===== config.mk =====
export PLATFORM = sky130hd
export DESIGN_NAME = mbwm_ram
export DESIGN_NICKNAME = d
export VERILOG_FILES = /design/src/design/assert_macros.svh /design/src/design/mbwm_ram.sv
export SDC_FILE = /design/constraint.sdc
export NUM_CORES = 1
export LEC_CHECK = 0
export ABC_AREA = 0
export BUFFER_PORTS_ARGS = -buffer_cell sky130_fd_sc_hd__clkbuf_2
export CORE_AREA = 8 8 53 55
export DETAILED_ROUTE_END_ITERATION = 8
export DIE_AREA = 0 0 61 63
export PLACE_DENSITY_LB_ADDON = 0.3
export SYNTH_ARGS = -nofsm -noshare
export SYNTH_HDL_FRONTEND = slang
export SYNTH_SLANG_ARGS = --single-unit

===== constraint.sdc =====
create_clock -name clk -period 0.85 [get_ports clk]
set_input_delay 0.1275 -clock clk [delete_from_list [all_inputs] [get_ports clk]]
set_output_delay 0.1275 -clock clk [all_outputs]
set_load 0.005 [all_outputs]

===== src/design/assert_macros.svh =====
// assertion macros used by the top-level rtl file
// no dependencies; the SYNTH build gets empty bodies
`ifndef ASSERT_MACROS_SVH
`define ASSERT_MACROS_SVH

`ifndef SYNTH
// clocked property, off while reset is held
`define MBWM_ASSERT(label, prop, msg) \
  label: assert property (@(posedge clk) disable iff (!rst_n) (prop)) else $error(msg);
// clocked property, checked during reset too
`define MBWM_ASSERT_ALWAYS(label, prop, msg) \
  label: assert property (@(posedge clk) (prop)) else $error(msg);
`else
`define MBWM_ASSERT(label, prop, msg)
`define MBWM_ASSERT_ALWAYS(label, prop, msg)
`endif

`endif


===== src/design/mbwm_ram.sv =====
// generic single-write, single-read ram with registered read data
// no dependencies
module mbwm_ram #(
  parameter int WIDTH = 8,
  parameter int DEPTH = 2
) (
  input  logic                                   clk,
  input  logic                                   we,
  input  logic [((DEPTH > 1) ? $clog2(DEPTH) : 1)-1:0] waddr,
  input  logic [WIDTH-1:0]                       wdata,
  input  logic                                   re,
  input  logic [((DEPTH > 1) ? $clog2(DEPTH) : 1)-1:0] raddr,
  output logic [WIDTH-1:0]                       rdata
);

  logic [WIDTH-1:0] mem [DEPTH];
  logic [WIDTH-1:0] rdata_r;

  always_ff @(posedge clk) begin
    if (we) begin
      mem[waddr] <= wdata;
    end
    if (re) begin
      rdata_r <= mem[raddr];
    end
  end

  assign rdata = rdata_r;

endmodule


# Word level (Yosys, flattened, before mapping)
# Memory sizes are Yosys's and may differ from the RTL's. A register that Yosys moved wholly into a read port is not among the register bits.
# Cells that the tools add are included.
totals:
  ram_bits: 16
  in_bits: 13
  register_bits: 0
  mem_count: 1
  word_cells: 3
memory_table:
  columns: ["name", "depth", "width", "rd", "rd_ports_with_merged_regs", "write_ports", "line", "source"]
  rows:
  - ["mem", 2, 8, 1, 1, 1, "mbwm_ram.sv:16", "logic [WIDTH-1:0] mem [DEPTH];"]
op_classes:
  mux: 2
ops:
  columns: ["cell", "count"]
  rows:
  - ["$mux W1", 2]

# Logic depth before layout (Yosys ltp)
depth:
  word_depth: 2
  ltp_mapped: 2
  ltp_nobuf: 1

# Worst setup path before layout
# No wires, ideal clock.
synth_path:
  kind: "input to register"
  start: "input we"
  end: "memory mem[0][0] (enable)"
  stages: 1
  path_slack_ns: -0.071
  required_ns: 0.477
  path_buffers: 0
  arrival_time_ns: 0.548
  cell_sequence: "nor2b_1"
synth_via:
  elab_chain_len: 2
synth_lines:
  columns: ["element", "line", "source"]
  rows:
  - ["start: declaration", "mbwm_ram.sv:8", "input logic we,"]
  - ["$mux W1", "mbwm_ram.sv:20", "if (we) begin"]
  - ["$mux W1 (implied by the code)", "mbwm_ram.sv:21", "mem[waddr] <= wdata;"]
  - ["end: declaration", "mbwm_ram.sv:16", null]
# Every way passes these cells.

# Final worst setup path
layout_path:
  start: "register rdata_r[7] (netlist: rdata[7]), read port of mem"
  end: "output rdata[7]"
layout_lines:
  columns: ["element", "line", "source"]
  rows:
  - ["start: declaration", "mbwm_ram.sv:17", "logic [WIDTH-1:0] rdata_r;"]
  - ["end: declaration", "mbwm_ram.sv:13", "output logic [WIDTH-1:0] rdata"]
# No word-level cell between the ends.

==> impl_results.md <==
- Outcome: complete, but fails checks
- Failing checks: setup timing
- Ports: 21
- Kind of critical path: flip-flop to output pin
- # setup viols final: 16
- Max Slew Vio Count: 0
- Register area share after synthesis: 0.834
- Leak: 0.452 nW
- Drt pass-1 iters: 2
- Routed wire length: 1210 um
- CTS root buf: clkbuf_4
- Gr usage total: 0.0643
- Slowest CP cell: edfxtp_1
- Max incr delay on CP: 0.38 ns
- Crit path capture type: output pin
- Die height: 63 um
- # nets final: 84
- Post-CTS Resized: 0
- Rel. slew slack: 0.817
- Worst Hold Class: input pin to flip-flop
- First-pass GRT wire length: 1810 um
- Cell family with most CP delay: flip-flops
- Synth Cell Area: 865 um^2
- Total power divided by cell area: 1870 nW/um^2
- CTS clk-pin slew, worst paths: 0.13 ns
- Area leader, netlist: edfxtp_1
- Filler cells: 167
- Vias: 396
- CP bufs+invs: 1
- Clock Tree Buf Depth: 2
- CORE AREA: 2060 um^2
- Fraction of layout cells with a size suffix above 1: 0.514
- Seq. cell area: 721 um^2
- Max Cap Viol: 0
- Setup WS post-layout: -0.0932 ns
- GPL Wtd Cong: 0.618
- Share of the synthesized area in the top cell type: 0.834
- Post-CTS Setup Bufs: 0
- Seq cells post-synth: 24
- CTS tree: yes
- CP cell instances: clkbuf_2
- Hold Vio Cnt, Final: 0
- Post-DR wirelength/cell: 12.3 um
- Area of the multi-input gates: 135 um^2
- Fin cells: 98
- CTS H-Tree Depth: 1
- Area grow syn2layout: 30.4%
- RSZ-0062 raised after global routing: true
- CP required: 0.72 ns
- Starting Density: 0.419
- Clock Latency Late Sink: 0.31 ns
- Vias in the first global route: 420
- Skew final: 0.0118 ns
- Synth Instances: 35
- Initial DRC count: 4
- Crit path DAT: 0.82 ns
- Final Cycle Share: 1.11
- ANT cells: 0
- Die Wd: 61 um
- Final min period: 0.943 ns
- Worst-path fanout max: 1
- Largest net degree at the start of global routing: 14
- Initial antenna violation count: 0
- Worst VDD drop: 0.00115 V
- Avg Vias per Cell: 4.04
- CP Launch Type: flip-flop
- Antenna Nets Post-Route: 0
- Highest Clock Rate: 1060 MHz
- Slew @ Worst Pin: 0.274 ns
- Power, Total: 2.10 mW
- Die area: 3840 um^2
- CTS Buf Count: 3
- Buffers on Ports: 20
- Synth Warn #: 0
- Syn_nets: 48
- Yosys cell types: 5
- DP Cell Count: 86
- Drt drc: 0
- Row count: 17
- Largest cells by area after synthesis: edfxtp_1 (83%), mux2_4 (14%), buf_6 (1.3%)
- GRT Residual Overflow: 0
- CTS sink count: 24
- Avg Cell Area, Syn: 24.7 um^2
report_power, final:
| group | total [mW] | internal [mW] | switching [mW] |
|---|---|---|---|
| registers | 1.42 | 1.40 | 0.0191 |
| clock network | 0.491 | 0.171 | 0.320 |
| logic | 0.197 | 0.126 | 0.0710 |
| total | 2.10 | 1.69 | 0.410 |
flip-flops by register name (all words and copies together) (netlist names):
signal	cells
mem	16
rdata	8
layout make-up:
| type | instances | share of cell area |
|---|---|---|
| flip-flops and latches | 24 | 0.639 |
| repair buffers | 32 | 0.186 |
| clock buffers | 3 | 0.0200 |
| multi-input cells | 10 | 0.120 |
| well taps | 28 | 0.0311 |
| clock inverters | 1 | 0.00333 |
cells in the final DEF (no fill, tap or decap):
cell type,n
and2_1,1
buf_4,4
clkbuf_2,20
clkbuf_4,3
clkinv_1,1
dlygate4sd3_1,8
edfxtp_1,24
mux2_4,8
nor2b_2,1
through the flow:
step	hold WS [ns]	worst slack, ns	utilization	cell area [um^2]	TNS [ns]
3_5_place_dp	0.320	-0.132	0.495	1020	-0.985
2_1_floorplan	0.226	-0.000368	-	867	-0.00295
5_1_grt	0.147	-0.160	0.546	1130	-1.49
4_1_cts	0.0000230	-0.108	0.522	1080	-1.00
6_report	0.158	-0.0932	0.546	1130	-0.912
3_3_place_gp	0.318	-0.108	0.495	1020	-0.852
synthesized netlist by cell type:
cell and instances:
and2_1 1, buf_6 1, edfxtp_1 24, mux2_4 8, nor2b_1 1
metal layers:
metal | track usage | vias to the layer above | share of wire
li1 | - | 208 | -
met1 | 0.0617 | 166 | 0.41
met2 | 0.0939 | 18 | 0.46
met3 | 0.0391 | 4 | 0.11
met4 | 0.0525 | 0 | 0.025
met5 | 0 | - | 0
path summary, 6_finish.rpt:
path / start / end / slack (ns) / cells past startpoint
hold / removal: re / rdata[7] / 0.16 / 1
hold reg to reg: mem[0][5] / rdata[5] / 0.56 / 1
setup reg to reg: mem[0][7] / rdata[7] / -0.06 / 1
setup / recovery: rdata[7] / rdata[7] / -0.09 / 1
timing repair:
item	4_1_cts	5_1_grt
endpoints found under the hold margin	5	10
hold buffers	3	5
setup endpoints to repair	16	16
cell families (layout without fill, tap and decap cells):
group,Yosys count,count (layout),synth area share
muxes,8,8,0.139
buffers and inverters,1,36,0.0130
and+or+nand+nor,2,2,0.0145
DFF,24,24,0.834
Note: power is estimated with default switching activity, not from simulation.
