**src/design/assert_macros.svh**
```systemverilog
// assertion macros used by the top-level rtl file
// no dependencies; the SYNTH build gets empty bodies
`ifndef ASSERT_MACROS_SVH
`define ASSERT_MACROS_SVH

`ifndef SYNTH
// clocked property, off while reset is held
`define MBWM_ASSERT(label, prop, msg) \
  label: assert property (@(posedge clk) disable iff (!rst_n) (prop)) else $error(msg);
// clocked property, checked during reset too
`define MBWM_ASSERT_ALWAYS(label, prop, msg) \
  label: assert property (@(posedge clk) (prop)) else $error(msg);
`else
`define MBWM_ASSERT(label, prop, msg)
`define MBWM_ASSERT_ALWAYS(label, prop, msg)
`endif

`endif

```
**src/design/mbwm_pkg.sv**
```systemverilog
// shared types and constants of the multiplexed bus word memory
// no dependencies
package mbwm_pkg;

  localparam int MEM_BYTES  = 65536;
  localparam int BANK_DEPTH = (MEM_BYTES + 1) / 2;
  localparam int BIDX_W     = (BANK_DEPTH > 1) ? $clog2(BANK_DEPTH) : 1;

  localparam logic [16:0] MEM_SIZE = 17'(MEM_BYTES);

  typedef logic [BIDX_W-1:0] bidx_t;

  typedef enum logic [1:0] {
    STEP_IDLE = 2'd0,
    STEP_ADDR = 2'd1,
    STEP_FLAG = 2'd2,
    STEP_DATA = 2'd3
  } step_t;

  typedef enum logic {
    REG_WR_LOCK      = 1'b0,
    REG_BYTES_IN_USE = 1'b1
  } reg_idx_t;

  // requests to the even and odd byte banks
  typedef struct packed {
    logic       we_e;
    bidx_t      widx_e;
    logic [7:0] wd_e;
    logic       we_o;
    bidx_t      widx_o;
    logic [7:0] wd_o;
    logic       re;
    bidx_t      ridx_e;
    bidx_t      ridx_o;
  } mem_req_t;

  // per-item info carried alongside the bank read
  typedef struct packed {
    logic read;
    logic odd;
    logic inb;
  } item_t;

endpackage

```
**src/design/mbwm_ctrl.sv**
```systemverilog
// bus handshake state machine, configuration registers and bank requests
// depends on mbwm_pkg
module mbwm_ctrl import mbwm_pkg::*; (
  input  logic        clk,
  input  logic        rst_n,
  input  logic        accept,
  input  logic        command,
  input  logic        mode_line,
  input  logic [15:0] bus_in,
  input  logic [15:0] load_address,
  input  logic [7:0]  load_byte,
  input  logic        cfg_write,
  input  reg_idx_t    cfg_index,
  input  logic [16:0] cfg_data,
  output mem_req_t    req,
  output item_t       item
);

  step_t       step_r, step_nxt;
  logic [15:0] addr_r, addr_nxt;
  logic        wflag_r, wflag_nxt;
  logic        wr_lock_r;
  logic [16:0] bytes_in_use_r;

  logic [16:0] size_c;
  logic        inb;
  logic        odd;
  bidx_t       idx_lo, idx_hi;

  always_ff @(posedge clk) begin
    if (!rst_n) begin
      step_r         <= STEP_IDLE;
      addr_r         <= '0;
      wflag_r        <= 1'b0;
      wr_lock_r      <= 1'b0;
      bytes_in_use_r <= '0;
    end else begin
      step_r  <= step_nxt;
      addr_r  <= addr_nxt;
      wflag_r <= wflag_nxt;
      if (cfg_write) begin
        case (cfg_index)
          REG_WR_LOCK:      wr_lock_r      <= cfg_data[0];
          REG_BYTES_IN_USE: bytes_in_use_r <= cfg_data;
          default: ;
        endcase
      end
    end
  end

  assign size_c = (bytes_in_use_r > MEM_SIZE) ? MEM_SIZE : bytes_in_use_r;
  assign inb    = ({1'b0, addr_r} + 17'd1) < size_c;
  assign odd    = addr_r[0];
  assign idx_lo = bidx_t'(addr_r >> 1);
  assign idx_hi = bidx_t'((addr_r >> 1) + 16'd1);

  always_comb begin
    step_nxt   = step_r;
    addr_nxt   = addr_r;
    wflag_nxt  = wflag_r;
    req        = '0;
    req.ridx_e = odd ? idx_hi : idx_lo;
    req.ridx_o = idx_lo;
    item.read  = 1'b0;
    item.odd   = odd;
    item.inb   = inb;
    if (accept) begin
      if (command) begin
        if ({1'b0, load_address} < MEM_SIZE) begin
          if (load_address[0]) begin
            req.we_o   = 1'b1;
            req.widx_o = bidx_t'(load_address >> 1);
            req.wd_o   = load_byte;
          end else begin
            req.we_e   = 1'b1;
            req.widx_e = bidx_t'(load_address >> 1);
            req.wd_e   = load_byte;
          end
        end
      end else begin
        case (step_r)
          STEP_IDLE: begin
            if (mode_line) step_nxt = STEP_ADDR;
          end
          STEP_ADDR: begin
            if (!mode_line) begin
              step_nxt = STEP_IDLE;
            end else begin
              addr_nxt = bus_in;
              step_nxt = STEP_FLAG;
            end
          end
          STEP_FLAG: begin
            wflag_nxt = mode_line;
            step_nxt  = STEP_DATA;
          end
          STEP_DATA: begin
            step_nxt = STEP_IDLE;
            if (wflag_r) begin
              if (!wr_lock_r && inb) begin
                // big-endian: high byte at the lower address
                req.we_e = 1'b1;
                req.we_o = 1'b1;
                if (odd) begin
                  req.widx_o = idx_lo;
                  req.wd_o   = bus_in[15:8];
                  req.widx_e = idx_hi;
                  req.wd_e   = bus_in[7:0];
                end else begin
                  req.widx_e = idx_lo;
                  req.wd_e   = bus_in[15:8];
                  req.widx_o = idx_lo;
                  req.wd_o   = bus_in[7:0];
                end
              end
            end else begin
              req.re    = 1'b1;
              item.read = 1'b1;
            end
          end
          default: step_nxt = STEP_IDLE;
        endcase
      end
    end
  end

endmodule

```
**config.mk**
```make
export PLATFORM = sky130hd
export DESIGN_NAME = mbwm_ctrl
export DESIGN_NICKNAME = d
export VERILOG_FILES = /design/src/design/assert_macros.svh /design/src/design/mbwm_pkg.sv /design/src/design/mbwm_ctrl.sv
export SDC_FILE = /design/constraint.sdc
export NUM_CORES = 1
export LEC_CHECK = 0
export BUFFER_PORTS_ARGS = -buffer_cell sky130_fd_sc_hd__buf_2
export CORE_AREA = 2 2 98 100
export CTS_BUF_LIST = sky130_fd_sc_hd__clkbuf_8
export CTS_CLUSTER_DIAMETER = 150
export DETAILED_ROUTE_END_ITERATION = 16
export DIE_AREA = 0 0 100 102
export MAX_ROUTING_LAYER = met4
export SYNTH_ARGS = -nofsm -noshare
export SYNTH_HDL_FRONTEND = slang
export SYNTH_SLANG_ARGS = --single-unit
```
**constraint.sdc**
```tcl
create_clock -name clk -period 8.95 [get_ports clk]
set_input_delay 0.4475 -clock clk [delete_from_list [all_inputs] [get_ports clk]]
set_output_delay 0.4475 -clock clk [all_outputs]
set_load 0.02 [all_outputs]
```
* Word level (Yosys, flattened, before mapping)
Index checks and enable logic that the tools add are counted.
** Storage, ports and cells
- Bits of input ports :: 64
- Word-level logic and storage cells :: 42
- Flip-flop bits (word level) :: 37
- Output and inout port bits :: 82
** Operators by class
- $lt $le $gt $ge :: 2
- Reduce and logical (&&, ||, !) cells :: 8
- Add/subtract/negate cells :: 2
- Muxes and demuxes :: 19
- Eq/ne operators :: 4
- Bitwise gates (word level) :: 2
** Operator list (count)
- $mux W48 :: 3
- $mux W49 :: 2
- $mux W24 :: 2
- $mux W23 :: 1
- $add A16 B1 Y17 const B :: 1
- $gt A17 B17 Y1 const B :: 1
- $lt A17 B17 Y1 :: 1
- $mux W17 :: 1
- $add A15 B1 Y15 const B :: 1
- $mux W15 :: 1
- $mux W8 :: 1
- $pmux W2 S4 :: 1
- $reduce_and A3 Y1 :: 2
- $mux W1 :: 5
- $eq A2 B2 Y1 const B :: 2
- $mux W2 :: 2
- $reduce_and A2 Y1 :: 2
- $reduce_and A4 Y1 :: 1
- $eq A2 B1 Y1 const B :: 1
- $logic_not A2 Y1 :: 1
- $ne A2 B2 Y1 const B :: 1
- $not A1 Y1 :: 2
- $logic_and A1 B1 Y1 :: 1
- $logic_not A1 Y1 :: 1

* Depth between registers and ports, before layout
- Word-level depth :: 9
- Gate-level depth with buffers :: 13
- Depth with buffers taken out :: 11

* Least setup slack after synthesis
No wires, ideal clock.
- Kind :: register -> output
- Start :: reg addr_r[2]
- End :: out req[55] (netlist bit)
- Stages on the path, launching flop included :: 13
- Path slack :: 5122 ps
- Buffers on the path :: 1
- Data required time :: 8503 ps
- Arrival time :: 3381 ps
- Cell sequence :: dfxtp_1 ha_1 nand2_1 nor3_2 nand4_1 xnor2_1 ha_1 nand4_1 o21bai_1 a2111oi_4 nand2_2 buf_2 o21ai_1
** RTL lines
- from (decl) :: line mbwm_ctrl.sv:20 : logic [15:0] addr_r, addr_nxt;
- from (signal assigned) :: line mbwm_ctrl.sv:39 : addr_r <= addr_nxt;
- to (decl) :: line mbwm_ctrl.sv:15 : output mem_req_t req,

==> results.json <==
{
  "status": "complete, no violations",
  "timing.setup.tns_ns": 0,
  "post-synth-top-area-fraction": 0.235,
  "port_buffers": 145,
  "yosys.area.top_type": "dfxtp_1",
  "achievable-frequency_mhz": 176,
  "synth_cell_types": 47,
  "relSlewSlack": 0.231,
  "antenna_cells_inserted": 0,
  "synth.cell_area_sq_mm": 0.00315,
  "async_reset_ff_frac": 0,
  "slew_violations": 0,
  "synthTopCellsByArea": "dfxtp_1, nand2_1, a21boi_0",
  "totalWireLength_um": 10500,
  "period_minus_slack_ns": 5.68,
  "antenna_violations_before_repair": 0,
  "power_per_cell_area_mw_per_mm2": 94.6,
  "critical_path_required_time_ns": 8.50,
  "first_global_vias": 3313,
  "number_of_iterations_in_the_first_detailed_routing_pass": 4,
  "number_of_enable_flip_flop_cells_after_synthesis": 0,
  "max_cap_viol_count": 0,
  "hold_start": "cfg_data[16]",
  "place_area_sq_mm": 0.00386,
  "post_cts.resized_instances": 0,
  "clk_path_buf_depth": 2,
  "drt-wirelength-per-cell_um": 16.3,
  "reg2reg_setup_slack_ns": 7.31,
  "dpl.cell_count": 638,
  "clockRootBuffer": "clkbuf_8",
  "num_vias": 3504,
  "place_congestion": 0.873,
  "numCtsBuffers": 5,
  "hold_violations": 0,
  "timing.rr.start": "step_r[0]",
  "worst-path-max-fanout": 24,
  "grt_pass1_wl_um": 16700,
  "die-area_sq_mm": 0.0102,
  "r2r.worst_path.cells": 4,
  "postCtsSetupBuffers": 0,
  "fin_cells": 646,
  "post_synth_inst_count": 419,
  "place_hpwl_um": 8280,
  "drc_violation_count_after_routing": 0,
  "hold_path_end": "bytes_in_use_r[16]",
  "insertion_delay_to_the_later_sink_of_the_worst_skew_pair_ns": 0.29,
  "irDropWorstVdd_mv": 0.0565,
  "rsz0062_at_grt": "false",
  "final_layout_size_suffix_gt1_frac": 0.303,
  "arrival_ns": 5.24,
  "postLayoutCellArea_sq_mm": 0.00394,
  "hold_depth": 3,
  "cts.hold.buffers_added": 0,
  "synth.ff_latch_count": 37,
  "worst_setup_path_start_kind": "flip-flop",
  "avgViaCountPerCell": 5.42,
  "cts-htree-levels": 2,
  "initialDrtViolationCount": 149,
  "timing_worst_slew_pin_value_ns": 1.15,
  "synthesis.area_per_instance_sq_um": 7.52,
  "synth_ff_type": "dfxtp_1",
  "global_route.overflow_total": 0,
  "floorplan.die.width_um": 100,
  "final.setup_skew_ns": 0.00626,
  "hold_class": "input pin to flip-flop",
  "cp-end-kind": "output port",
  "report.final.setup_viol": 0,
  "crit_type": "flip-flop to output port",
  "cts.sinks": 37,
  "static_leakage_power_nw": 1.84,
  "boundaryPins": 146,
  "ys_warns": 0,
  "placementRows": 35,
  "floorplan.core_area_sq_mm": 0.00911,
  "worstReg2RegEnd": "addr_r[11]",
  "track_usage": 0.210,
  "route.antenna.remaining_nets": 0,
  "initial_core_util": 0.346,
  "synthesis.nets": 501,
  "timing.final.crit_share": 0.635,
  "final_nets": 616,
  "floorplan.die.height_um": 102,
  "synth-seq-area-share": 0.235,
  "final_util": 0.433,
  "cts_tree": "built",
  "synth.cells.most_frequent": "nand2_1, dfxtp_1, a21boi_0, nand3_1, clkbuf_1",
  "clkTransAtPathRegs_ns": 0.08,
  "maximum_number_of_pins_on_one_net_before_global_route_repair": 48,
  "synth_most_common_cell": "nand2_1",
  "syn2layout_area_growth_pct": 25.1
}
-- state kept, by name (all words and copies together) (netlist names), named ones only --
signal          cells
bytes_in_use_r     17
wflag_r             1
wr_lock_r           1
step_r              1
addr_r             16
-- cell type report --
type / count / area [sq um]
Fill cell: 971 / 5160
Timing Repair Buffer: 146 / 733
Clock inverter: 3 / 13.8
Sequential cell: 37 / 741
Clock buffer: 5 / 68.8
Tap cell: 111 / 139
Inverter: 5 / 18.8
Multi-Input combinational cell: 339 / 2230
-- cells in the final DEF (no fill, tap or decap), types with 2 or more instances in the layout --
cell type | Yosys | layout
o21ai_0 | 10 | 10
o21ai_1 | 9 | 9
nand3_1 | 31 | 31
ha_1 | 18 | 18
a32o_1 | 22 | 22
a21boi_0 | 34 | 34
clkinv_2 | 0 | 2
nand2_1 | 105 | 105
and3_1 | 3 | 3
nor2b_1 | 4 | 3
and2_1 | 6 | 6
inv_1 | 4 | 5
a22o_1 | 2 | 2
mux2i_1 | 19 | 19
clkbuf_8 | 0 | 5
a21o_1 | 2 | 2
nor4_1 | 5 | 5
dfxtp_1 | 37 | 37
xor2_1 | 11 | 11
a21oi_1 | 5 | 5
buf_2 | 5 | 145
nor2_1 | 7 | 7
nor3_1 | 3 | 3
xnor2_1 | 16 | 16
nand4_1 | 8 | 8
-- kinds of logic (layout without fill, tap and decap cells) --
logic type | Yosys count | after routing | share of synthesized area
adders and majority gates | 18 | 18 | 0.0715
and+or+nand+nor | 182 | 182 | 0.269
DFF | 37 | 37 | 0.235
buffers and inverters | 43 | 159 | 0.0584
muxes | 20 | 20 | 0.0639
AOI/OAI and AO/OA | 92 | 92 | 0.227
xor gates and xnor gates | 27 | 27 | 0.0750
-- metrics by stage --
| stage | setup slack [ns] | total power, mW | hold slack (ns) |
|---|---|---|---|
| floorplan | 5.12 | 0.231 | 0.452 |
| global placement | 3.75 | 0.265 | 0.473 |
| detailed placement | 3.58 | 0.266 | 0.480 |
| CTS | 3.24 | 0.376 | 0.400 |
| global route | 2.82 | 0.392 | 0.413 |
| finish | 3.27 | 0.373 | 0.405 |
-- report_power, final --
part	internal (mW)	switching, mW	leakage (nW)
registers	0.169	0.00481	0.300
clock network	0.0528	0.0581	0.0491
logic	0.0353	0.0532	1.49
total	0.257	0.116	1.84
-- metal layers --
| layer | global-route usage | up-vias | routed length (um) |
|---|---|---|---|
| met4 | 0.0548 | 0 | 167 |
| met3 | 0.0205 | 13 | 488 |
| met1 | 0.274 | 1648 | 4880 |
| li1 | - | 1721 | - |
| met2 | 0.351 | 122 | 5000 |
| met5 | - | - | 0 |
-- worst max-delay path, stage by stage (launching register included) --
cell and delay (ns):
dfxtp_1 1.09, nand2_1 0.31, nor3_2 0.52, nand4_1 0.24, xnor2_1 0.30, ha_1 0.31, nand4_1 0.13, o21bai_1 0.15
a2111oi_4 0.67, and2_1 0.78, a22o_1 0.27, buf_2 0.17
-- worst max-delay path by stage --
stage	start	end	slack [ns]	cells after the start
floorplan	addr_r[2]	req[55]	5.12	12
CTS	addr_r[0]	req[49]	3.24	11
finish	addr_r[0]	req[49]	3.27	11
global placement	addr_r[0]	req[51]	3.75	11
detailed placement	addr_r[0]	req[49]	3.58	11
global route	addr_r[0]	req[51]	2.82	11
Power figures use the tool's default switching activity.
