$ cat src/design/assert_macros.svh
// assertion macros used by the top-level rtl file
// no dependencies; the SYNTH build gets empty bodies
`ifndef ASSERT_MACROS_SVH
`define ASSERT_MACROS_SVH

`ifndef SYNTH
// clocked property, off while reset is held
`define MBWM_ASSERT(label, prop, msg) \
  label: assert property (@(posedge clk) disable iff (!rst_n) (prop)) else $error(msg);
// clocked property, checked during reset too
`define MBWM_ASSERT_ALWAYS(label, prop, msg) \
  label: assert property (@(posedge clk) (prop)) else $error(msg);
`else
`define MBWM_ASSERT(label, prop, msg)
`define MBWM_ASSERT_ALWAYS(label, prop, msg)
`endif

`endif

$ cat src/design/mbwm_pkg.sv
// shared types and constants of the multiplexed bus word memory
// no dependencies
package mbwm_pkg;

  localparam int MEM_BYTES  = 65536;
  localparam int BANK_DEPTH = (MEM_BYTES + 1) / 2;
  localparam int BIDX_W     = (BANK_DEPTH > 1) ? $clog2(BANK_DEPTH) : 1;

  localparam logic [16:0] MEM_SIZE = 17'(MEM_BYTES);

  typedef logic [BIDX_W-1:0] bidx_t;

  typedef enum logic [1:0] {
    STEP_IDLE = 2'd0,
    STEP_ADDR = 2'd1,
    STEP_FLAG = 2'd2,
    STEP_DATA = 2'd3
  } step_t;

  typedef enum logic {
    REG_WR_LOCK      = 1'b0,
    REG_BYTES_IN_USE = 1'b1
  } reg_idx_t;

  // requests to the even and odd byte banks
  typedef struct packed {
    logic       we_e;
    bidx_t      widx_e;
    logic [7:0] wd_e;
    logic       we_o;
    bidx_t      widx_o;
    logic [7:0] wd_o;
    logic       re;
    bidx_t      ridx_e;
    bidx_t      ridx_o;
  } mem_req_t;

  // per-item info carried alongside the bank read
  typedef struct packed {
    logic read;
    logic odd;
    logic inb;
  } item_t;

endpackage

$ cat src/design/mbwm_out.sv
// read stage and result register: assembles the word and holds it for the receiver
// depends on mbwm_pkg
module mbwm_out import mbwm_pkg::*; (
  input  logic        clk,
  input  logic        rst_n,
  input  logic        accept,
  input  item_t       item,
  input  logic [7:0]  rd_e,
  input  logic [7:0]  rd_o,
  input  logic        out_ready,
  output logic        in_ready,
  output logic        s1_valid,
  output logic        out_valid,
  output logic [15:0] out_bus_out,
  output logic        out_drive_valid
);

  logic        s1_valid_r;
  item_t       s1_item_r;
  logic        out_valid_r;
  logic [15:0] bus_out_r, bus_out_nxt;
  logic        drive_r;
  logic        advance;
  logic [15:0] word;

  assign advance  = !out_valid_r || out_ready;
  assign in_ready = !s1_valid_r || advance;

  assign word        = s1_item_r.odd ? {rd_o, rd_e} : {rd_e, rd_o};
  assign bus_out_nxt = (s1_item_r.read && s1_item_r.inb) ? word : 16'd0;

  always_ff @(posedge clk) begin
    if (!rst_n) begin
      s1_valid_r  <= 1'b0;
      out_valid_r <= 1'b0;
    end else begin
      if (in_ready) s1_valid_r <= accept;
      if (advance)  out_valid_r <= s1_valid_r;
    end
  end

  always_ff @(posedge clk) begin
    if (in_ready) s1_item_r <= item;
    if (advance) begin
      bus_out_r <= bus_out_nxt;
      drive_r   <= s1_item_r.read;
    end
  end

  assign s1_valid        = s1_valid_r;
  assign out_valid       = out_valid_r;
  assign out_bus_out     = bus_out_r;
  assign out_drive_valid = drive_r;

endmodule

$ cat config.mk
export PLATFORM = sky130hd
export DESIGN_NAME = mbwm_out
export DESIGN_NICKNAME = d
export VERILOG_FILES = /design/src/design/assert_macros.svh /design/src/design/mbwm_pkg.sv /design/src/design/mbwm_out.sv
export SDC_FILE = /design/constraint.sdc
export NUM_CORES = 1
export LEC_CHECK = 0
export BUFFER_PORTS_ARGS = -buffer_cell sky130_fd_sc_hd__buf_2
export CAP_MARGIN = 5
export CORE_MARGIN = 5
export CORE_UTILIZATION = 43
export CTS_BUF_LIST = sky130_fd_sc_hd__clkbuf_8
export DETAILED_ROUTE_END_ITERATION = 6
export PLACE_DENSITY = 0.77
export SETUP_SLACK_MARGIN = 0.2
export SYNTH_ARGS = -nofsm -noshare
export SYNTH_HDL_FRONTEND = slang
export SYNTH_SLANG_ARGS = --single-unit
$ cat constraint.sdc
create_clock -name clk -period 1.3 [get_ports clk]
set_clock_uncertainty 0.2 [all_clocks]
set_input_delay 0.26 -clock clk [delete_from_list [all_inputs] [get_ports clk]]
set_output_delay 0.26 -clock clk [all_outputs]
set_load 0.02 [all_outputs]
==> Word level (Yosys, flattened, before mapping) <==
Cells that the tools add are included.
W data, S select, Z words.
{ "op_classes": {"reduce_logical": 5, "n_mux": 1} }
{ "op_table": {"columns": ["op", "count"], "rows": [
  ["$mux W16", 1],
  ["$logic_not A1 Y1", 2],
  ["$logic_or A1 B1 Y1", 2],
  ["$logic_and A1 B1 Y1", 1]
]} }
{ "word_totals": {"regBits": 22, "out_inout_bits": 20} }

==> Depth between registers and ports, before layout <==
Gate-level depths: netlist of run 1.
{ "depth": {"word_depth": 3, "mapped_depth": 4} }

==> Least setup slack after synthesis of run 1 <==
OpenSTA, ideal clock, no wires.
{ "synth_timing": {"kind": "reg-to-reg", "start": "register out_valid_r, in the netlist out_valid", "end": "register bus_out_r[0], in the netlist out_bus_out[0], enable pin", "synth_period_minus_slack_ps": 1458, "path_stages_with_launch": 3, "setup_ps": 371, "arrival_time_ps": 886, "required_time_ps": 729, "path_slack_ps": -158, "cell_sequence": "dfxtp_1 -> nor2b_1 -> inv_1"} }
{ "synth_via": {"elab_chain_len": 2} }
{ "synth_lines": {"columns": ["item", "line", "rtl"], "rows": [
  ["start, declared", "mbwm_out.sv:20", "logic out_valid_r;"],
  ["start signal, assigned", "mbwm_out.sv:38", "if (advance) out_valid_r <= s1_valid_r;"],
  ["$logic_not A1 Y1", "mbwm_out.sv:26", "assign advance = !out_valid_r || out_ready;"],
  ["$logic_or A1 B1 Y1", "mbwm_out.sv:26", null],
  ["net advance", "mbwm_out.sv:23", "logic advance;"],
  ["end signal, assigned", "mbwm_out.sv:45", "bus_out_r <= bus_out_nxt;"],
  ["end, declared", "mbwm_out.sv:21", "logic [15:0] bus_out_r, bus_out_nxt;"]
]} }
The timed path passes the listed nets, and every way through them passes these cells.
A chain may end at the register's enable or synchronous reset.

==> Worst setup path after layout of run 1 <==
{ "layout_timing": {"start": "register out_valid_r, in the netlist out_valid", "end": "output in_ready"} }
{ "layout_via": {"elab_chain_len": 3} }
{ "layout_lines": {"columns": ["item", "line", "rtl"], "rows": [
  ["$logic_not A1 Y1", "mbwm_out.sv:26", null],
  ["$logic_or A1 B1 Y1", "mbwm_out.sv:26", null],
  ["$logic_or A1 B1 Y1", "mbwm_out.sv:27", "assign in_ready = !s1_valid_r || advance;"],
  ["end, declared", "mbwm_out.sv:11", "output logic in_ready,"]
]} }
No other way between the ends.

==> metrics.cfg, run 1 <==
[placement]
gp_congestion = 0.690
dp_hpwl_mm = 1.42
dp_cells = 137
io_buffer_count = 42

[die]
dieArea_um2 = 3210
die_w_um = 56.6
fp.coreArea_um2 = 2020
die_h_um = 56.6
ioPinCount = 43
initial_core_util_pct = 46.2
row_count = 16

[clock_tree]
clkTransAtPathRegs_ps = 70
cts_tree = done
htreeDepth = 1
cts_made_buffers = 3
clock_latency_ps = 250
cts_root_buf = clkbuf_8
cts_buffer_depth = 2
clock_sinks = 22

[yosys]
yosysSeqAreaShare_pct = 68.5
synth.distinct_cells = 12
ys_warn_count = 0
ys_ff_latch = 22
synthCells = 65
avgSynthCellArea_um2 = 14.4
syn-cell-area_um2 = 935
syn-num-nets = 88

[final_layout]
syn_to_final_growth_pct = 60.9
n_fill_cell = 138
final_cells = 150
drive_gt1_share_pct = 52.0
nets = 147
postLayoutCoreUtil_pct = 74.4
antenna-diode-count = 0

[timing]
fin_crit_sh_pct = 108
drv_slew = 0
fin_crit_ps = 1410
setup_viol = 9
hold_viol = 0
setup_ws_ps = -106
worst_pin_slew_ps = 168
fmax_mhz = 711
rsz0062_at_grt = yes
maxSlewHeadroom_pct = 88.6

[detailed_routing]
drt-vias-per-instance = 4.69
drtAntennaViolNets = 0
drt_iter0_drc = 17
vias = 704
drt_wl_total_mm = 2.03
drt-pass1-iter-count = 4
drc = 0
detail_route.wl_per_cell_um = 13.5

[power]
p_leak_nw = 0.709
ir_worst_vdd_v = 0.000763
switching_share_pct = 23.6
power.internal_mw = 1.20
clkPwrFrac_pct = 25.9
p_per_area_nw_per_um2 = 1050
p_seq_share_pct = 53.9
pwr-share-comb_pct = 20.2
switchingPower_mw = 0.371

[worst_setup_path]
critPathLaunchType = flop
worstPathRequired_ps = 840
critPathArrivalTime_ps = 950
endpoint_kind = primary output
rrSetupSlack_ps = -40
worstSetupPathType = reg2out
crit_fanout = 2

[run]
cap_violations = 0

[status]
outcome = finished, violations left
failed_checks = setup timing

[grt]
antenna_found_initial = 0
overflow = 0
grt_use_total_pct = 12.9
grt_pass1_vias = 744
grt_pass1_wl_mm = 3.22
grt_max_degree = 13

[hold_path]
hp-class = in2reg

cell usage after synthesis:
cell,n,area (um^2)
buf_12,1,20.0
buf_6,1,11.3
nand2_1,4,15.0
buf_2,1,5.00
dfxtp_1,2,40.0
mux2i_1,16,160
nor2b_1,1,6.26
edfxtp_1,20,601
nor2_1,16,60.1
o21a_1,1,7.51
inv_1,1,3.75
o21ai_0,1,5.00
what timing repair did:
item	in CTS	in global routing
pin swaps	1	2
hold endpoints to repair	3	0
hold buffers	3	0
cloned	2	0
setup endpoints to repair	57	58
resized for setup	51	2
buffers inserted	4	0
registers in the layout, summed over array words and instances, names as in the netlist:
name,flops
s1_valid,1
out_valid,1
out_bus_out,16
out_drive_valid,1
s1_item_r,3
cell usage in the layout, fill, tap and decap left out:
cell | synthesis | routed
buf_4 | 0 | 4
mux2i_2 | 0 | 2
buf_12 | 1 | 1
o21a_1 | 1 | 1
o21ai_1 | 0 | 1
inv_8 | 0 | 2
dlygate4sd3_1 | 0 | 3
buf_6 | 1 | 25
nor2_1 | 16 | 16
clkbuf_8 | 0 | 3
nand2_4 | 0 | 1
inv_1 | 1 | 1
buf_2 | 1 | 22
mux2i_1 | 16 | 14
inv_4 | 0 | 1
nand2_1 | 4 | 3
dfxtp_4 | 0 | 2
edfxtp_1 | 20 | 20
nor2b_4 | 0 | 1
final cells by class:
type	count	area (um^2)	share of cell area [%]
Sequential cell	22	648	43.1
Timing Repair Buffer	55	472	31.4
Multi-Input combinational cell	39	277	18.4
Clock buffer	3	41.3	2.75
Tap cell	27	33.8	2.25
Timing Repair inverter	2	17.5	1.16
Inverter	1	11.3	0.749
Clock inverter	1	3.75	0.250
worst max-delay path, cell delays in order (launching register included):
cell	delay, ps
dfxtp_4	350
nor2b_4	160
nand2_4	60
buf_6	130
stage by stage:
step                      setup TNS [ps]  setup slack, ps  hold WS (ps)  instance area (um^2)  power [mW]
final                               -268             -106          16.6                  1500        1.57
after global routing               -1230             -138          43.5                  1500        1.64
after CTS                           -181             -105          20.2                  1500        1.58
after detailed placement               0             16.5           236                  1220        1.10
after global placement                 0             59.8           235                  1220        1.09
after floorplan                        0             25.6           159                   958       0.997
cell families (layout without fill, tap and decap cells):
kind of cell / Yosys count / after routing / share of synthesized area (%)
muxes: 16 / 16 / 17.1
AOI/OAI and AO/OA: 2 / 2 / 1.34
buffers and inverters: 4 / 62 / 4.28
and+or+nand+nor: 21 / 21 / 8.70
DFF: 22 / 22 / 68.5
worst paths after layout:
| path | start | endpoint | cells after the start |
|---|---|---|---|
| hold reg to reg | s1_item_r[2]$_DFFE_PP_ | out_drive_valid$_DFFE_PP_ | 0 |
| setup reg to reg | s1_item_r[1]$_DFFE_PP_ | out_bus_out[4]$_SDFFCE_PN0P_ | 3 |
| hold / removal | accept | s1_valid$_SDFFE_PN0P_ | 3 |
| setup / recovery | out_valid$_SDFFE_PN0P_ | in_ready | 3 |
metal layers:
| layer | share of wire [%] | track usage (%) | vias to the layer above |
|---|---|---|---|
| met2 | 53 | 23.9 | 29 |
| li1 | - | - | 349 |
| met5 | 0 | 0 | - |
| met3 | 9.0 | 4.36 | 4 |
| met1 | 37 | 13.1 | 322 |
| met4 | 1.2 | 5.08 | 0 |
power by group through the flow:
stage / registers (mW) / logic, mW / clock network (mW)
after global placement: 0.851 / 0.237 / 0
after floorplan: 0.912 / 0.0851 / 0
after global routing: 0.853 / 0.339 / 0.445
after CTS: 0.848 / 0.315 / 0.415
after detailed placement: 0.853 / 0.243 / 0
final: 0.848 / 0.318 / 0.407
(Power assumes the default switching activity.)
==> inputs of run 2 (changes only) <==
--- a/config.mk
+++ b/config.mk
@@ -11,7 +11,7 @@
 export CORE_UTILIZATION = 43
 export CTS_BUF_LIST = sky130_fd_sc_hd__clkbuf_8
 export DETAILED_ROUTE_END_ITERATION = 6
-export PLACE_DENSITY = 0.77
+export PLACE_DENSITY = 0.87
 export SETUP_SLACK_MARGIN = 0.2
 export SYNTH_ARGS = -nofsm -noshare
 export SYNTH_HDL_FRONTEND = slang
==> run 2 against run 1 <==
- the flow still finishes with violations (setup timing)
- maximum frequency fell by 0.34%
- non-clock buffer count did not move
- die area did not move
- register-to-register slack barely moved
- final cell count fell by 0.67%
- sequential power barely moved
- design area fell by 0.17%
- count of clock-buffer cells in the layout did not move
- combinational power barely moved
- critical path depth did not move
- via count fell by 0.71%
- first-iteration DRC count fell by 47%
==> metrics.cfg, run 2 (synthesized netlist as in run 1, its figures left out) <==
[worst_setup_path]
rrSetupSlack_ps = -40
worstSetupPathType = reg2out
path_cells = nor2b_4 -> nand2_4 -> buf_6
critPathLaunchType = flop
max_stage_delay_ps = 340
slowest_stage = dfxtp_4
endpoint_kind = primary output
crit_fanout = 2
cp_top_family = flip-flops
crit_start = out_valid$_SDFFE_PN0P_
cp.depth = 3
r2r_start = s1_item_r[1]$_DFFE_PP_
critPathArrivalTime_ps = 950
worstRegToRegCells = 3
crit_buf_inv = 1
worstPathRequired_ps = 840

[final_layout]
mostFrequentLayoutCell = buf_6
syn_to_final_growth_pct = 60.6
antenna-diode-count = 0
drive_gt1_share_pct = 50.8
final_cell_mix = buf_6, buf_2, edfxtp_1, nor2_1, mux2i_1
largest_register_ffs = 16
nets = 146
finalInstanceArea_um2 = 1500
final_cells = 149

[die]
row_count = 16
dieArea_um2 = 3210
fp.coreArea_um2 = 2020
die_h_um = 56.6
ioPinCount = 43
initial_core_util_pct = 46.2
die_w_um = 56.6

[timing]
setup_ws_ps = -111
setup_viol = 8
rsz0062_at_grt = yes
hold_viol = 0
fin_crit_sh_pct = 109
fmax_mhz = 709
fin_crit_ps = 1410
drv_slew = 0
worst_pin_slew_ps = 167
maxSlewHeadroom_pct = 88.5

[grt]
antenna_found_initial = 0
grtUsageMet2_pct = 26.9
grt_max_degree = 15
met1_usage_pct = 12.9
grt_pass1_vias = 761
overflow = 0
grt_use_total_pct = 13.4
grt_pass1_wl_mm = 3.31
grtUsageMet3_pct = 4.36
grt.busiest_layer = met2

[clock_tree]
cts_made_buffers = 3
cts_root_buf = clkbuf_8
clock_sinks = 22
cts_buffer_depth = 2
htreeDepth = 1
clkTransAtPathRegs_ps = 80
clock_latency_ps = 250
cts_tree = done

[placement]
gp_congestion = 0.695
dp_hpwl_mm = 1.49
dp_cells = 136
io_buffer_count = 42
place_area_um2 = 1230

[detailed_routing]
drc = 0
drt_iter0_drc = 9
drt_wl_total_mm = 2.10
detail_route.wl_per_cell_um = 14.1
drt-vias-per-instance = 4.69
vias = 699
drt-pass1-iter-count = 3
drtAntennaViolNets = 0

[run]
cap_violations = 0

[hold_path]
hold_depth = 3
min-delay-start = accept
hp-class = in2reg

[power]
p_leak_nw = 0.716
p_per_area_nw_per_um2 = 1050
ir_worst_vdd_v = 0.000660

[status]
failed_checks = setup timing
outcome = finished, violations left

[run 2: where the power goes]
part | switching, mW | leakage (nW) | internal, mW | total, mW
Clock | 0.201 | 0.0231 | 0.210 | 0.411
Sequential | 0.0273 | 0.246 | 0.823 | 0.850
Combinational | 0.148 | 0.446 | 0.173 | 0.321
[run 2: cell type report]
class | count | area [um^2]
Clock buffer | 3 | 41.3
Clock inverter | 1 | 3.75
Fill cell | 156 | 520
Inverter | 1 | 11.3
Multi-Input combinational cell | 39 | 273
Sequential cell | 22 | 648
Tap cell | 27 | 33.8
Timing Repair Buffer | 55 | 479
Timing Repair inverter | 1 | 11.3
[run 2: per-layer routing]
metal | wire [um] | vias up | part of all wire (%)
li1 | - | 344 | -
met1 | 704 | 325 | 34
met2 | 1200 | 30 | 57
met3 | 197 | 0 | 9.4
met4 | 0 | 0 | 0
met5 | 0 | - | 0
[run 2: path summary, 6_finish.rpt]
kind                                                      to
worst max-delay path                                in_ready
worst min-delay path                   s1_valid$_SDFFE_PN0P_
worst max register to register  out_bus_out[9]$_SDFFCE_PN0P_
worst min register to register     out_drive_valid$_DFFE_PP_
[run 2: timing repair]
action,4_1_cts,5_1_grt
setup endpoints to repair,57,59
buffers inserted,3,2
resized for setup,46,4
gates cloned,1,0
hold endpoints to repair,3,0
hold buffers,3,0
pin swaps,1,0
[run 2: worst reg2reg max path, stage by stage (launching register included)]
cell,delay [ps]
edfxtp_1,430
buf_12,190
mux2i_1,230
nor2_1,50
[run 2: per-stage QoR]
| stage | util (%) | setup WS [ps] | TNS, ps | hold WS [ps] | total power [mW] |
|---|---|---|---|---|---|
| 2_1_floorplan | - | 25.6 | 0 | 159 | 0.997 |
| 3_3_place_gp | 60.8 | 59.8 | 0 | 231 | 1.09 |
| 3_5_place_dp | 60.8 | -17.2 | -27.5 | 236 | 1.10 |
| 4_1_cts | 72.8 | -113 | -258 | 0.777 | 1.58 |
| 5_1_grt | 74.3 | -150 | -1130 | 11.7 | 1.65 |
| 6_report | 74.3 | -111 | -333 | 25.8 | 1.58 |
